**config.mk**
```make
export PLATFORM = sky130hd
export DESIGN_NAME = ecd_datapath
export DESIGN_NICKNAME = d
export VERILOG_FILES = /design/src/rtl/ecd_pkg.sv /design/src/rtl/ecd_datapath.sv
export SDC_FILE = /design/constraint.sdc
export NUM_CORES = 1
export LEC_CHECK = 0
export ABC_AREA = 0
export BUFFER_PORTS_ARGS = -buffer_cell sky130_fd_sc_hd__buf_2
export CAP_MARGIN = 25
export CORE_ASPECT_RATIO = 1.5
export CORE_UTILIZATION = 29
export CTS_CLUSTER_SIZE = 25
export DETAILED_ROUTE_END_ITERATION = 8
export SLEW_MARGIN = 20
export SYNTH_ARGS = -nofsm -noshare
export SYNTH_HDL_FRONTEND = slang
export SYNTH_SLANG_ARGS = --single-unit
export TNS_END_PERCENT = 100
```
**constraint.sdc**
```tcl
create_clock -name clk -period 9 [get_ports clk]
set_clock_uncertainty 0.15 [all_clocks]
set_input_delay 0 -clock clk [delete_from_list [all_inputs] [get_ports clk]]
set_output_delay 0 -clock clk [all_outputs]
set_load 0.05 [all_outputs]
```
**src/rtl/ecd_pkg.sv**
```systemverilog
`timescale 1ns / 1ps
// ecd_pkg: constants, field types, span tables and the microcode program
// of the epoch seconds to calendar date converter. No dependencies.
package ecd_pkg;

  localparam int unsigned SECS_PER_MIN  = 60;
  localparam int unsigned SECS_PER_HOUR = 60 * 60;
  localparam int unsigned SECS_PER_DAY  = 24 * 60 * 60;
  localparam int unsigned BASE_YEAR     = 1970;
  // Only century year in 1970..2106 that is not a leap year; 2000 is one.
  localparam int unsigned NO_LEAP_CENTURY = 2100;

  typedef logic [31:0] secs_t;
  typedef logic [11:0] year_t;
  typedef logic [3:0]  month_t;
  typedef logic [4:0]  day_t;
  typedef logic [4:0]  hour_t;
  typedef logic [5:0]  min_t;
  typedef logic [5:0]  sec_t;

  localparam month_t LAST_MONTH = month_t'(12);

  typedef enum logic [1:0] {
    COND_START,
    COND_GE,
    COND_OUT_FREE
  } cond_t;

  typedef enum logic [2:0] {
    SPAN_NONE,
    SPAN_YEAR,
    SPAN_MONTH,
    SPAN_DAY,
    SPAN_HOUR,
    SPAN_MIN
  } span_sel_t;

  typedef enum logic [1:0] {
    ACT_NONE,
    ACT_LOAD,
    ACT_SUB,
    ACT_EMIT
  } act_t;

  localparam int unsigned PROG_LEN = 7;
  localparam int unsigned PC_W     = $clog2(PROG_LEN);
  typedef logic [PC_W-1:0] pc_t;

  localparam pc_t ST_WAIT  = pc_t'(0);
  localparam pc_t ST_YEAR  = pc_t'(1);
  localparam pc_t ST_MONTH = pc_t'(2);
  localparam pc_t ST_DAY   = pc_t'(3);
  localparam pc_t ST_HOUR  = pc_t'(4);
  localparam pc_t ST_MIN   = pc_t'(5);
  localparam pc_t ST_EMIT  = pc_t'(6);

  // On a true condition the action fires and pc jumps; otherwise pc holds
  // or advances.
  typedef struct packed {
    cond_t     cond;
    logic      hold;
    span_sel_t span;
    act_t      act;
    pc_t       jmp;
  } uword_t;

  localparam uword_t UCODE [PROG_LEN] = '{
    '{COND_START,    1'b1, SPAN_NONE,  ACT_LOAD, ST_YEAR},
    '{COND_GE,       1'b0, SPAN_YEAR,  ACT_SUB,  ST_YEAR},
    '{COND_GE,       1'b0, SPAN_MONTH, ACT_SUB,  ST_MONTH},
    '{COND_GE,       1'b0, SPAN_DAY,   ACT_SUB,  ST_DAY},
    '{COND_GE,       1'b0, SPAN_HOUR,  ACT_SUB,  ST_HOUR},
    '{COND_GE,       1'b0, SPAN_MIN,   ACT_SUB,  ST_MIN},
    '{COND_OUT_FREE, 1'b1, SPAN_NONE,  ACT_EMIT, ST_WAIT}
  };

  typedef struct packed {
    span_sel_t span;
    logic      load;
    logic      sub;
  } dp_cmd_t;

  typedef struct packed {
    logic ge;
  } dp_stat_t;

  // Valid for years 1970..2106 only.
  function automatic logic is_leap(year_t y);
    return (y[1:0] == 2'b00) && (y != year_t'(NO_LEAP_CENTURY));
  endfunction

  function automatic secs_t year_span(logic leap);
    return leap ? secs_t'(366 * SECS_PER_DAY) : secs_t'(365 * SECS_PER_DAY);
  endfunction

  function automatic secs_t month_span(month_t m, logic leap);
    secs_t s;
    case (m) inside
      4'd4, 4'd6, 4'd9, 4'd11: s = secs_t'(30 * SECS_PER_DAY);
      4'd2:                    s = leap ? secs_t'(29 * SECS_PER_DAY)
                                        : secs_t'(28 * SECS_PER_DAY);
      default:                 s = secs_t'(31 * SECS_PER_DAY);
    endcase
    return s;
  endfunction

endpackage

```
**src/rtl/ecd_datapath.sv**
```systemverilog
`timescale 1ns / 1ps
// ecd_datapath: remainder register, calendar counters and the shared
// 32-bit compare/subtract unit. Depends on ecd_pkg.
module ecd_datapath import ecd_pkg::*; (
  input  logic     clk,
  input  dp_cmd_t  cmd,
  input  secs_t    load_secs,
  output dp_stat_t stat,
  output year_t    year,
  output month_t   month,
  output day_t     day,
  output hour_t    hour,
  output min_t     minute,
  output sec_t     second
);

  secs_t  t_r,      t_nxt;
  year_t  year_r,   year_nxt;
  month_t month_r,  month_nxt;
  day_t   day_r,    day_nxt;
  hour_t  hour_r,   hour_nxt;
  min_t   minute_r, minute_nxt;
  secs_t  span;
  secs_t  diff;
  logic   leap;
  logic   ge;

  assign leap = is_leap(year_r);

  always_comb begin
    case (cmd.span)
      SPAN_YEAR:  span = year_span(leap);
      SPAN_MONTH: span = month_span(month_r, leap);
      SPAN_DAY:   span = secs_t'(SECS_PER_DAY);
      SPAN_HOUR:  span = secs_t'(SECS_PER_HOUR);
      SPAN_MIN:   span = secs_t'(SECS_PER_MIN);
      default:    span = '0;
    endcase
  end

  assign diff = t_r - span;
  assign ge   = (t_r >= span) &&
                !((cmd.span == SPAN_MONTH) && (month_r == LAST_MONTH));
  assign stat.ge = ge;

  always_comb begin
    t_nxt      = t_r;
    year_nxt   = year_r;
    month_nxt  = month_r;
    day_nxt    = day_r;
    hour_nxt   = hour_r;
    minute_nxt = minute_r;
    if (cmd.load) begin
      t_nxt      = load_secs;
      year_nxt   = year_t'(BASE_YEAR);
      month_nxt  = month_t'(1);
      day_nxt    = day_t'(1);
      hour_nxt   = '0;
      minute_nxt = '0;
    end else if (cmd.sub) begin
      t_nxt = diff;
      case (cmd.span)
        SPAN_YEAR:  year_nxt   = year_r + year_t'(1);
        SPAN_MONTH: month_nxt  = month_r + month_t'(1);
        SPAN_DAY:   day_nxt    = day_r + day_t'(1);
        SPAN_HOUR:  hour_nxt   = hour_r + hour_t'(1);
        SPAN_MIN:   minute_nxt = minute_r + min_t'(1);
        default:    t_nxt      = t_r;
      endcase
    end
  end

  always_ff @(posedge clk) begin
    t_r      <= t_nxt;
    year_r   <= year_nxt;
    month_r  <= month_nxt;
    day_r    <= day_nxt;
    hour_r   <= hour_nxt;
    minute_r <= minute_nxt;
  end

  assign year   = year_r;
  assign month  = month_r;
  assign day    = day_r;
  assign hour   = hour_r;
  assign minute = minute_r;
  assign second = t_r[5:0];

endmodule
```
=== After elaboration in Yosys (flattened, before gate mapping) ===
Cells that the tools add are included.

* Register bits after elaboration: 64
* Input bits: 38
* Output and inout bits: 39
* Word-level logic and storage cells: 48

* Add/subtract/negate cells: 6
* Magnitude comparators: 1
* Equal/unequal tests: 12
* Mux-type cells: 8
* Reductions and logical operators: 15

{| class="wikitable"
|+ Operator list
! operator !! count
|-
| $pmux 25 s5 || 1
|-
| $mux 32 || 3
|-
| $mux 20 || 2
|-
| $mux 18 || 2
|-
| $ge 32x32->1 || 1
|-
| $sub 32x32->32 || 1
|-
| $add 12x1->12 const B || 1
|-
| $eq 4x4->1 const B || 3
|-
| $ne 12x12->1 const B || 1
|-
| $reduce_and 2->1 || 6
|-
| $add 5x1->5 const B || 2
|-
| $eq 4x3->1 const B || 2
|-
| $add 6x1->6 const B || 1
|-
| $eq 3x2->1 const B || 2
|-
| $eq 3x3->1 const B || 2
|-
| $reduce_or 5->1 || 1
|-
| $add 4x1->4 const B || 1
|-
| $eq 4x2->1 const B || 1
|-
| $reduce_bool 2->1 || 2
|-
| $reduce_or 4->1 || 1
|-
| $eq 3x1->1 const B || 1
|-
| $logic_and 1x1->1 || 3
|-
| $logic_not 2->1 || 1
|-
| $logic_not 1->1 || 1
|}

=== Logic depth before layout (Yosys ltp) ===
Gate-level depths: netlist of run 1.

* Depth after elaboration: 10
* Gate-level depth with buffers: 18
* Mapped depth without buffers: 17

=== Worst setup path after synthesis of run 1 ===
Ideal clock, no wire load.

* Path kind: register to register
* Start point: register month_r[0] (netlist: month[0])
* End point: register t_r[29] (data pin)
* Setup time: 0.267 ns
* Arrival: 3.634 ns
* Data required time: 8.583 ns
* Path slack: 4.949 ns
* Cell stages (with the launch flop): 16
* Clock period less this slack: 4.051 ns
* Path through: dfxtp_1 > inv_1 > ha_1 > o21ai_0 > nor2_1 > a21oi_1 > o21ai_0 > a211o_1 > ha_1 > clkbuf_1 > a21oi_1 > o21ai_0 > a21oi_1 > o41ai_2 > a2111oi_1 > o211ai_2

* Cells in the longest elaborated chain, start to end: 8
* Elaborated cells on any way between the ends: 13
* Classes of those cells: 1 x add/sub; 5 x eq/ne; 6 x mux; 1 x reduce/logical

{| class="wikitable"
|+ RTL lines
! element !! RTL line !! source
|-
| start: declaration || ecd_datapath.sv:19 || <nowiki>month_t month_r, month_nxt;</nowiki>
|-
| start signal: assignment || ecd_datapath.sv:76 || <nowiki>month_r <= month_nxt;</nowiki>
|-
| $eq 4x3->1 (tied with other cells) || ecd_datapath.sv:33 || <nowiki>SPAN_MONTH: span = month_span(month_r, leap);</nowiki>
|-
| $reduce_or 4->1 / $mux 20 (equally long branches) || ecd_pkg.sv:98 || <nowiki>case (m) inside</nowiki>
|-
| $mux 20 (*) || ecd_pkg.sv:98 ||
|-
| $pmux 25 s5 (*) || ecd_datapath.sv:31 || <nowiki>case (cmd.span)</nowiki>
|-
| $sub 32x32->32 (*) || ecd_datapath.sv:41 || <nowiki>assign diff = t_r - span;</nowiki>
|-
| $mux 32 (*) || ecd_datapath.sv:62 || <nowiki>case (cmd.span)</nowiki>
|-
| $mux 32 (*) || ecd_datapath.sv:60 || <nowiki>end else if (cmd.sub) begin</nowiki>
|-
| $mux 32 (*) || ecd_datapath.sv:53 || <nowiki>if (cmd.load) begin</nowiki>
|-
| net t_nxt[29] || ecd_datapath.sv:17 || <nowiki>secs_t t_r, t_nxt;</nowiki>
|-
| end signal: assignment || ecd_datapath.sv:74 || <nowiki>t_r <= t_nxt;</nowiki>
|-
| end: declaration || ecd_datapath.sv:17 ||
|}

Mark *: on every way through the listed nets, which the timed path passes. The rest lies on a longest branch. The select of a mux whose other input is x is not followed.
A chain may end at the register's enable or synchronous reset.

=== Worst setup path in the final report of run 1 ===
* Start point: register month_r[0] (netlist: month[0])
* End point: output stat

* Cells in the longest elaborated chain, start to end: 6
* Elaborated cells on any way between the ends: 14
* Classes of those cells: 1 x order compare; 6 x eq/ne; 3 x mux; 4 x reduce/logical

{| class="wikitable"
|+ RTL lines
! element !! RTL line !! source
|-
| $eq 4x3->1 (tied with other cells) || ecd_datapath.sv:33 ||
|-
| $reduce_or 4->1 / $mux 20 (equally long branches) || ecd_pkg.sv:98 ||
|-
| $mux 20 || ecd_pkg.sv:98 ||
|-
| $pmux 25 s5 || ecd_datapath.sv:31 ||
|-
| $ge 32x32->1 || ecd_datapath.sv:42 || <nowiki>assign ge = (t_r >= span) &&</nowiki>
|-
| $logic_and 1x1->1 (*) || ecd_datapath.sv:42 ||
|-
| end: declaration || ecd_datapath.sv:8 || <nowiki>output dp_stat_t stat,</nowiki>
|}

Mark *: on every way between the ends. The rest lies on a longest branch, timed or not.

==> results of run 1 <==
cell usage after synthesis, types with 7 or more instances:
| cell type | n |
|---|---|
| nand2_1 | 76 |
| nor2_1 | 54 |
| a21oi_1 | 35 |
| dfxtp_1 | 32 |
| edfxtp_1 | 32 |
| ha_1 | 31 |
| o21ai_0 | 29 |
| xor2_1 | 28 |
| nand4_1 | 20 |
| nand3_1 | 17 |
| xnor2_1 | 16 |
| clkbuf_1 | 15 |
| inv_1 | 14 |
| a21o_1 | 13 |
| buf_2 | 13 |
| o21ai_1 | 11 |
| nor3_1 | 9 |
| and3_1 | 8 |
| nor2b_1 | 7 |
| o211ai_1 | 7 |
report_power, final:
| part | total (W) | switching [W] | internal, W |
|---|---|---|---|
| clock | 0.000371 | 0.000147 | 0.000224 |
| combinational | 0.000423 | 0.000256 | 0.000167 |
| sequential | 0.000378 | 0.0000275 | 0.000351 |
critical path, delay by kind of cell, from the launching register on:
family                   cells  cell delay (ns)
AND/OR/NAND/NOR              4             0.52
buffers and inverters        2             0.37
adder cells (fa/ha/maj)      2             0.70
AO/OA/AOI/OAI                8             1.66
flip-flops                   1             0.45
flip-flops by register name, summed over array words and instances (netlist names):
signal,flops
t_r,32
year,12
minute,6
day,5
hour,5
month,4
layout make-up:
| class | instances | area share |
|---|---|---|
| clock buffers | 11 | 0.04731 |
| clock inverters | 5 | 0.007097 |
| inverters | 16 | 0.01032 |
| multi-input cells | 446 | 0.4933 |
| flip-flops and latches | 64 | 0.2753 |
| well taps | 203 | 0.04366 |
| repair buffers | 110 | 0.1230 |
per-layer routing:
layer  wire length (µm)  up-vias
met4                415        0
met3                431       24
met2               6477      107
li1                   -     2184
met1               5533     2056
met5                  0        -
placed cells by master (no fill, tap or decap), types with 17 or more instances in the layout:
cell type       n
nand2_1        76
buf_2          76
nand3_1        17
edfxtp_1       32
o21ai_0        29
ha_1           31
nor2_1         54
xor2_1         28
dlygate4sd3_1  32
nand4_1        20
a21oi_1        35
dfxtp_1        32
how the worst max path moves through the flow:
stage / from / end / cells after the start
after detailed placement: month[0] / t_r[29] / 14
after CTS: month[0] / stat / 16
after global routing: month[0] / stat / 16
after global placement: month[0] / t_r[29] / 14
after floorplan: month[0] / t_r[29] / 15
final: month[0] / stat / 16
cell families after synthesis:
logic type,count (synthesis)
buf+inv,53
compound gates,133
fa+ha+maj,32
xor+xnor,44
simple gates,228
flops,64
mux,9
metrics by stage:
step	setup slack (ns)	area (µm²)	std cells
CTS	4.808	5818	855
global placement	4.970	5181	807
global route	4.481	5818	855
detailed placement	4.904	5181	807
floorplan	4.949	4725	563
finish	4.813	5818	855
==> summary.md, run 1 <==
| Metric | Value |
|---|---|
| Number of inserted diodes | 0 |
| RR Endpoint | t_r[29] |
| Clock-pin transition on the worst setup and hold timing paths | 0.06 ns |
| Drt drc | 0 |
| Worst setup EP type | primary output |
| Slew headroom | 0.5472 |
| Hold path depth | 5 |
| Cell at the slowest stage of the critical path | ha_1 |
| Syn Inst Count | 563 |
| Worst reg2reg startpoint | month[0] |
| Startpoint types | register |
| Yosys reg bits | 64 |
| Hold buffer count at cts | 32 |
| Slew Limit Fails | 0 |
| Post-synth EDFFs | 32 |
| Area of the multi-input gates | 2870 µm² |
| Met2 usage | 0.2811 |
| Routed WL per cell | 15.04 µm |
| Hpwl dp | 9.580 mm |
| Die width | 106.2 µm |
| Detail Route Antenna Nets | 0 |
| Worst hold path endpoint | month[0] |
| Max Cap Viol | 0 |
| Post-synthesis async set-or-reset flop share | 0 |
| RSZ-0062 raised after global routing | no |
| Post-CTS sizing | 0 |
| Critical path arrival | 4.04 ns |
| Tot Pwr | 0.001172 W |
| Mux cell area share after synthesis | 0.01986 |
| Delay of the slowest critical-path stage | 0.48 ns |
| GRT overflow | 0 |
| Root Buffer | clkbuf_16 |
| Iteration-0 DRC Markers | 221 |
| Met1 Use GR | 0.1772 |
| Worst Reg2Reg Path Length in Cells | 14 |
| Period minus WS final | 4.187 ns |
| Initial antenna violation count | 0 |
| Final worst-path cycle share | 0.4652 |
| Postcts setup bufs | 0 |
| Worst EP required | 8.85 ns |
| Most used routing layer | met2 |
| GRT Util Overall | 0.1557 |
| Flop2flop setup slack | 4.83 ns |
| First-pass GRT wire length | 20.52 mm |
| WHS | 0.02568 ns |
| Fill count | 1655 |
| Met3 Use GR | 0.02538 |
| WL final | 12.86 mm |
| Core Util, Final | 0.3690 |
| Primary FF master, synth | edfxtp_1 |
| Syn Std Cell Area | 4725 µm² |
| Hold Path Origin | cmd[0] |
| Pwr Density | 201.5 nW/µm² |
| Setup_tns | 0 ns |
| Worst-Skew Late Latency | 0.34 ns |
| Pre-Repair DR Iteration Count | 5 |
| CTS tree | built |
| Vias per std cell | 5.112 |
| Initial Util | 0.2997 |
| Routability cong. | 0.8788 |
| Vias in the first global route | 4261 |
| Hold Vio Cnt, Final | 0 |
| Die height | 158.3 µm |
| Final net count | 717 |
| Synth cell types | 63 |
| Largest family of logic cells by synthesized area | simple AND/OR/NAND/NOR gates |
| Sequential area share after synthesis | 0.3390 |
| Largest net degree at the start of global routing | 48 |
| Syn_nets | 633 |
| Achievable Freq | 238.8 MHz |
| Simple-gate portion of the synthesized area | 0.2352 |
| Worst Tran Pin Value | 0.6791 ns |
| Register Area | 1602 µm² |
| Synthesized-area fraction occupied by xor and xnor cells | 0.08157 |
| Clock buffer depth | 2 |
| Leading area contributor after synthesis | edfxtp_1 |
| Crit path cell chain | inv_1 > ha_1 > o21ai_0 > nor2_1 > a21oi_1 > nand2_1 > o22ai_1 > nand2_1 > ha_1 > nand4_1 > o22a_1 > a31oi_1 > o21ai_0 > a21oi_1 > o22a_1 > buf_2 |
| Synth warn | 0 |
| Num rows | 56 |
| Synth Area in Adders | 0.08633 |
| Worst vdd ir | 0.1127 mV |
| Status | finished, final reports clean |
| Area share of the largest cell type after synthesis | 0.2034 |
| CTS buffer count | 9 |
| IO Pins | 77 |
| Share of the synthesized area in compound gates (AO/OA/AOI/OAI) | 0.1846 |
| Core box area | 15770 µm² |
| Worst min-delay path category | input pin to register |
| Largest cells by area after synthesis | edfxtp_1 (20%), dfxtp_1 (14%), ha_1 (8.2%), nand2_1 (6.0%), xor2_1 (5.2%) |
| P_leak | 2.370 nW |
| Mean Syn Cell Area | 8.392 µm² |
| Crit path max fanout | 10 |
| Clk sinks | 64 |
| PortBufs | 76 |
| Final setup vio count | 0 |
| Total die area | 16820 µm² |
| Layout cell share with drive strength beyond 1 | 0.1672 |
| H-tree depth | 3 |
| Worst Path Class, Setup | register to primary output |
| DR vias | 4371 |
| Area grow syn2layout | 23.15% |
(Power assumes the default switching activity.)
==> run 2: changes to the inputs <==
==> constraint.sdc (replaced) <==
create_clock -name clk -period 3.65 [get_ports clk]
set_clock_uncertainty 0.15 [all_clocks]
set_input_delay 0 -clock clk [delete_from_list [all_inputs] [get_ports clk]]
set_output_delay 0 -clock clk [all_outputs]
set_load 0.05 [all_outputs]
==> run 2 against run 1 <==
Net effect:
- total power grew to 2.6 times the previous value
- sequential cell count unchanged
- first-iteration DRC count fell by 3.2%
- die area unchanged
- sequential power grew 150%
- final cell count increased by 6.5%
- wire length up 8.0%
- clock-buffer cell count unchanged
- critical path type is now register to register
- largest cell class unchanged
==> summary.md, run 2 (synthesis results as in run 1) <==
| Metric | Value |
|---|---|
| Status | finished, final reports clean (unchanged) |
| Crit path max fanout | 6 (was 10) |
| Number of inserted diodes | 0 (unchanged) |
| Worst vdd ir | 0.2309 mV (was 0.1127 mV) |
| Period minus WS final | 3.622 ns |
| Crit path cell chain | inv_2 > ha_4 > o21ai_2 > nor2_1 > a21oi_2 > buf_4 > buf_4 > a211o_1 > a21o_1 > ha_1 > buf_4 > nand2_1 > o21ai_1 > a21oi_2 > o41ai_4 > buf_4 > a2111oi_4 > o211ai_2 (was inv_1 > ha_1 > o21ai_0 > nor2_1 > a21oi_1 > nand2_1 > o22ai_1 > nand2_1 > ha_1 > nand4_1 > o22a_1 > a31oi_1 > o21ai_0 > a21oi_1 > o22a_1 > buf_2) |
| Pre-Repair DR Iteration Count | 4 (was 5) |
| H-tree depth | 3 (unchanged) |
| Num rows | 56 (unchanged) |
| Drt drc | 0 (unchanged) |
| GRT Util Overall | 0.1659 (was 0.1557) |
| Die height | 158.3 µm (unchanged) |
| RR Endpoint | t_r[29] (unchanged) |
| Worst Tran Pin Value | 0.7257 ns (was 0.6791 ns) |
| Worst EP required | 3.57 ns (was 8.85 ns) |
| Fill count | 1621 (was 1655) |
| Worst min-delay path category | input pin to register (unchanged) |
| Achievable Freq | 276.1 MHz |
| Cell at the slowest stage of the critical path | dfxtp_4 (was ha_1) |
| Worst setup EP type | register (was primary output) |
| Met2 usage | 0.2950 (was 0.2811) |
| Final worst-path cycle share | 0.9923 |
| Worst reg2reg startpoint | month[0] (unchanged) |
| Worst Path Class, Setup | register to register (was register to primary output) |
| Worst hold path endpoint | month[0] (unchanged) |
| Detail Route Antenna Nets | 0 (unchanged) |
| Post-Place Setup Slack | -0.02418 ns (was 4.904 ns) |
| Final net count | 773 (was 717) |
| Layout cell share with drive strength beyond 1 | 0.2797 (was 0.1672) |
| CTS buffer count | 9 (unchanged) |
| Met3 Use GR | 0.02906 (was 0.02538) |
| Most frequent cells in the layout | buf_2 (75), nand2_1 (74), buf_4 (58) (was nand2_1 (76), buf_2 (76), nor2_1 (54)) |
| Largest net degree at the start of global routing | 45 (was 48) |
| First-pass GRT wire length | 21.71 mm (was 20.52 mm) |
| Iteration-0 DRC Markers | 214 (was 221) |
| Total die area | 16820 µm² (unchanged) |
| P_leak | 2.622 nW (was 2.370 nW) |
| IO Pins | 77 (unchanged) |
| Routability cong. | 0.8819 (was 0.8788) |
| Max Cap Viol | 0 (unchanged) |
| Slew headroom | 0.5162 (was 0.5472) |
| Hold path depth | 5 (unchanged) |
| Worst Reg2Reg Path Length in Cells | 18 (was 14) |
| Most used routing layer | met2 (unchanged) |
| Tot Pwr | 0.003055 W (was 0.001172 W) |
| Most common cell after layout, fill and taps aside | buf_2 |
| Pwr Density | 477.7 nW/µm² (was 201.5 nW/µm²) |
| Slew Limit Fails | 0 (unchanged) |
| Biggest register | t_r (unchanged) |
| Worst-Skew Late Latency | 0.34 ns (about the same) |
| Startpoint types | register (unchanged) |
| Critical path arrival | 3.55 ns (was 4.04 ns) |
| Die width | 106.2 µm (unchanged) |
| Met1 Use GR | 0.1892 (was 0.1772) |
| CTS tree | built (unchanged) |
| GRT overflow | 0 (unchanged) |
| Delay of the slowest critical-path stage | 0.36 ns (was 0.48 ns) |
| Hold Path Origin | cmd[0] (unchanged) |
| Core box area | 15770 µm² (unchanged) |
| Routed WL per cell | 15.24 µm (was 15.04 µm) |
| PortBufs | 76 (unchanged) |
| Initial antenna violation count | 0 (unchanged) |
| Final setup vio count | 0 (unchanged) |
| DR vias | 4571 (was 4371) |
| Most common cell on crit path | buf_4 |
| WL final | 13.88 mm (was 12.86 mm) |
| Setup slack after layout | 0.02812 ns (was 4.813 ns) |
| Vias per std cell | 5.018 (was 5.112) |
| Area grow syn2layout | 35.35% (was 23.15%) |
| Max reg flops | 32 (unchanged) |
| Flop2flop setup slack | 0.03 ns (was 4.83 ns) |
| Hold Vio Cnt, Final | 0 (unchanged) |
| RSZ-0062 raised after global routing | yes (was no) |
| Clk sinks | 64 (unchanged) |
| Clock-pin transition on the worst setup and hold timing paths | 0.06 ns (about the same) |
| Initial Util | 0.2997 (unchanged) |
| Vias in the first global route | 4497 (was 4261) |
| Hpwl dp | 10.25 mm (was 9.580 mm) |
| Root Buffer | clkbuf_16 (unchanged) |
| Clock buffer depth | 2 (unchanged) |
[run 2: cell count changes in the layout (fill, tap and decap cells not counted), sizes merged]
| cell | previous run | this run |
|---|---|---|
| buf | 78 | 134 |
| clkinv | 1 | 2 |
| clkinvlp | 0 | 1 |
| inv | 20 | 18 |
[run 2: worst max-delay path, delay by kind of cell (launching register included)]
| kind | cells | cell delay (ns) |
|---|---|---|
| simple gates | 2 | 0.24 |
| fa+ha+maj | 2 | 0.45 |
| compound gates | 9 | 1.46 |
| buf+inv | 5 | 0.71 |
| flops | 1 | 0.36 |
[run 2: worst max-delay path by stage]
stage               slack [ns]  endpoint      from
global placement          0.03   t_r[24]  month[0]
floorplan               0.0008   t_r[31]   year[8]
finish                    0.03   t_r[29]  month[0]
CTS                      0.005   t_r[31]  month[0]
detailed placement       -0.02   t_r[29]  month[0]
global route             -0.15   t_r[29]  month[1]
[run 2: repair_timing]
action / in CTS / in global routing
setup buffers: 0 / 12
hold buffers: 32 / 0
pin swaps: 0 / 25
gates resized for setup: 7 / 34
setup endpoints to repair: 3 / 15
endpoints found under the hold margin: 32 / 0
[run 2: report_power, final]
group / total (W) / switching (W) / internal (W) / leakage (nW)
sequential: 0.000937 / 0.0000726 / 0.000864 / 0.584
combinational: 0.00131 / 0.000724 / 0.000583 / 1.90
clock: 0.000812 / 0.000335 / 0.000477 / 0.136
total: 0.00306 / 0.00113 / 0.00192 / 2.62
[run 2: final cells by class]
class,instances,area [µm²],area share
multi-input cells,446,3050,0.4770
flip-flops and latches,64,1613,0.2522
repair buffers,166,1142,0.1786
well taps,203,254.0,0.03972
clock buffers,11,242.7,0.03796
inverters,16,62.56,0.009783
clock inverters,5,30.03,0.004696
[run 2: metal layers]
metal | up-vias | part of all wire
met5 | - | 0
met1 | 2133 | 0.43
met4 | 0 | 0.023
li1 | 2308 | -
met2 | 111 | 0.51
met3 | 19 | 0.035
[run 2: metrics by stage]
step	instances	util	setup TNS [ns]	instance area [µm²]	hold slack (ns)
6_report	911	0.4056	0	6395	0.05193
5_1_grt	911	0.4056	-0.7028	6395	0.09396
4_1_cts	899	0.3898	0	6146	0.04193
3_5_place_dp	851	0.3506	-0.02418	5527	0.1340
3_3_place_gp	851	0.3506	0	5527	0.1349
2_1_floorplan	563	-	0	4740	0.03959
==> run 3: changes to the inputs <==
==> constraint.sdc (replaced) <==
create_clock -name clk -period 3.3 [get_ports clk]
set_clock_uncertainty 0.15 [all_clocks]
set_input_delay 0 -clock clk [delete_from_list [all_inputs] [get_ports clk]]
set_output_delay 0 -clock clk [all_outputs]
set_load 0.05 [all_outputs]
==> run 3 against run 2 <==
Net effect:
- hold slack lost 0.041 ns
- wire length grew 2.3%
- the run now ends with setup timing left
- critical endpoint is now t_r[21]
- sequential cell count is the same
- non-clock buffer count grew 30
- register-to-register slack lost 0.22 ns
- worst setup slack lost 0.22 ns
- critical path depth shrank 2
- largest power group unchanged
- critical path type unchanged
- clock power grew 19%
- combinational power grew 33%
- clock-buffer cell count shrank 2
- core utilization grew 4.1 points
==> summary.md, run 3 (synthesis results as in run 1) <==
| Metric | Value |
|---|---|
| Met2 usage | 0.3006 (was 0.2950) |
| Hold Vio Cnt, Final | 0 (unchanged) |
| Root Buffer | clkbuf_16 (unchanged) |
| Flop2flop setup slack | -0.19 ns (was 0.03 ns) |
| Met3 Use GR | 0.03070 (was 0.02906) |
| Cell at the slowest stage of the critical path | a211o_4 (was dfxtp_4) |
| Crit path max fanout | 4 (was 6) |
| Delay-heaviest family, CP | compound AO/OA/AOI/OAI gates (unchanged) |
| Num rows | 56 (unchanged) |
| Worst-Skew Late Latency | 0.35 ns (was 0.34 ns) |
| Critical path arrival | 3.43 ns (was 3.55 ns) |
| Clock-pin transition on the worst setup and hold timing paths | 0.06 ns (about the same) |
| First-pass GRT wire length | 21.63 mm (was 21.71 mm) |
| Number of inserted diodes | 0 (unchanged) |
| IO Pins | 77 (unchanged) |
| Worst Path Class, Setup | register to register (unchanged) |
| Worst EP required | 3.23 ns (was 3.57 ns) |
| Achievable Freq | 286.2 MHz (was 276.1 MHz) |
| Worst setup EP type | register (unchanged) |
| Core box area | 15770 µm² (unchanged) |
| Initial antenna violation count | 0 (unchanged) |
| WL final | 14.20 mm (was 13.88 mm) |
| Status | finished with violations (was finished, final reports clean) |
| Setup_tns | -1.008 ns (was 0 ns) |
| Routability cong. | 0.8729 (was 0.8819) |
| Vias in the first global route | 4457 (was 4497) |
| Most used routing layer | met2 (unchanged) |
| Delay of the slowest critical-path stage | 0.38 ns (was 0.36 ns) |
| Max Cap Viol | 0 (unchanged) |
| Largest net degree at the start of global routing | 67 (was 45) |
| Failing checks | setup timing |
| Drt drc | 0 (unchanged) |
| H-tree depth | 3 (unchanged) |
| Routed WL per cell | 15.09 µm (was 15.24 µm) |
| RSZ-0062 raised after global routing | yes (unchanged) |
| Final setup vio count | 12 (was 0) |
| Die height | 158.3 µm (unchanged) |
| Met1 Use GR | 0.1810 (was 0.1892) |
| Clk sinks | 64 (unchanged) |
| Area grow syn2layout | 48.91% (was 35.35%) |
| Most common cell after layout, fill and taps aside | buf_4 (was buf_2) |
| Most frequent cells in the layout | buf_4 (80), buf_2 (75), nand2_1 (69) (was buf_2 (75), nand2_1 (74), buf_4 (58)) |
| Biggest register | t_r (unchanged) |
| Period minus WS final | 3.495 ns (was 3.622 ns) |
| DR vias | 4687 (was 4571) |
| Vias per std cell | 4.981 (was 5.018) |
| Iteration-0 DRC Markers | 266 (was 214) |
| Final worst-path cycle share | 1.059 (was 0.9923) |
| Slew Limit Fails | 0 (unchanged) |
| Crit path cell chain | inv_4 > ha_4 > o21ai_2 > nor2_2 > a21oi_4 > nand2_2 > o22ai_2 > nand2_2 > ha_4 > nand3b_1 > a211oi_2 > a31oi_2 > a211o_4 > o31ai_4 > xnor2_2 > o21ai_1 (was inv_2 > ha_4 > o21ai_2 > nor2_1 > a21oi_2 > buf_4 > buf_4 > a211o_1 > a21o_1 > ha_1 > buf_4 > nand2_1 > o21ai_1 > a21oi_2 > o41ai_4 > buf_4 > a2111oi_4 > o211ai_2) |
| GRT overflow | 0 (unchanged) |
| Core Util, Final | 0.4463 (was 0.4056) |
| Initial Util | 0.2997 (unchanged) |
| Total die area | 16820 µm² (unchanged) |
| CTS buffer count | 9 (unchanged) |
| Clock buffer depth | 2 (unchanged) |
| CTS tree | built (unchanged) |
| Worst min-delay path category | input pin to register (unchanged) |
| Hpwl dp | 10.21 mm (was 10.25 mm) |
| Detail Route Antenna Nets | 0 (unchanged) |
| P_leak | 2.867 nW (was 2.622 nW) |
| WHS | 0.01132 ns (was 0.05193 ns) |
| Die width | 106.2 µm (unchanged) |
| PortBufs | 76 (unchanged) |
| Startpoint types | register (unchanged) |
| Max reg flops | 32 (unchanged) |
| Pwr Density | 533.8 nW/µm² (was 477.7 nW/µm²) |
| Buf/Inv on CP | 1 (was 5) |
| Setup slack after layout | -0.1946 ns (was 0.02812 ns) |
| Layout cell share with drive strength beyond 1 | 0.3821 (was 0.2797) |
| Slew headroom | 0.5471 (was 0.5162) |
| Fill count | 1520 (was 1621) |
| Worst Tran Pin Value | 0.6793 ns (was 0.7257 ns) |
| Worst vdd ir | 0.2350 mV (was 0.2309 mV) |
| GRT Util Overall | 0.1667 (was 0.1659) |
| Final net count | 803 (was 773) |
| Pre-Repair DR Iteration Count | 4 (unchanged) |
run 3: per-stage QoR:
stage / power, W / instance area [µm²] / setup slack, ns / instances
finish: 0.003755 / 7036 / -0.1946 / 941
global route: 0.003967 / 7036 / -0.3776 / 941
CTS: 0.003465 / 6538 / -0.1669 / 927
detailed placement: 0.002370 / 5789 / -0.2237 / 876
global placement: 0.002367 / 5789 / -0.1846 / 876
floorplan: 0.001944 / 4802 / -0.1236 / 563
run 3: final cells by class:
cell class / count / area [µm²] / area share
clock buffers: 9 / 225.2 / 0.03201
clock inverters: 7 / 68.82 / 0.009781
inverters: 16 / 65.06 / 0.009248
multi-input cells: 446 / 3383 / 0.4809
flip-flops and latches: 64 / 1633 / 0.2321
well taps: 203 / 254.0 / 0.03610
repair buffers: 196 / 1406 / 0.1999
run 3: power breakdown:
group          switching [W]  internal [W]
Sequential         0.0000924      0.000954
Combinational       0.000909      0.000835
Clock               0.000380      0.000585
run 3: timing repair:
| item | CTS | global route |
|---|---|---|
| hold endpoints to repair | 32 | 0 |
| pin swaps | 5 | 50 |
| setup endpoints to repair | 16 | 22 |
| gates resized for setup | 22 | 76 |
| gates cloned | 0 | 0 |
| hold buffers | 32 | 0 |
| buffers inserted | 3 | 16 |
run 3: layer usage:
layer  wire (µm)  up-vias
met5           0        -
met4         530        0
met3         481       37
met2        7281      100
met1        5904     2182
li1            -     2368
run 3: final timing paths:
path,startpoint,end,cells after the start
setup / recovery,month[0],t_r[21],16
hold / removal,cmd[1],t_r[26],2
setup reg to reg,month[0],t_r[21],16
hold reg to reg,day[4],day[4],2
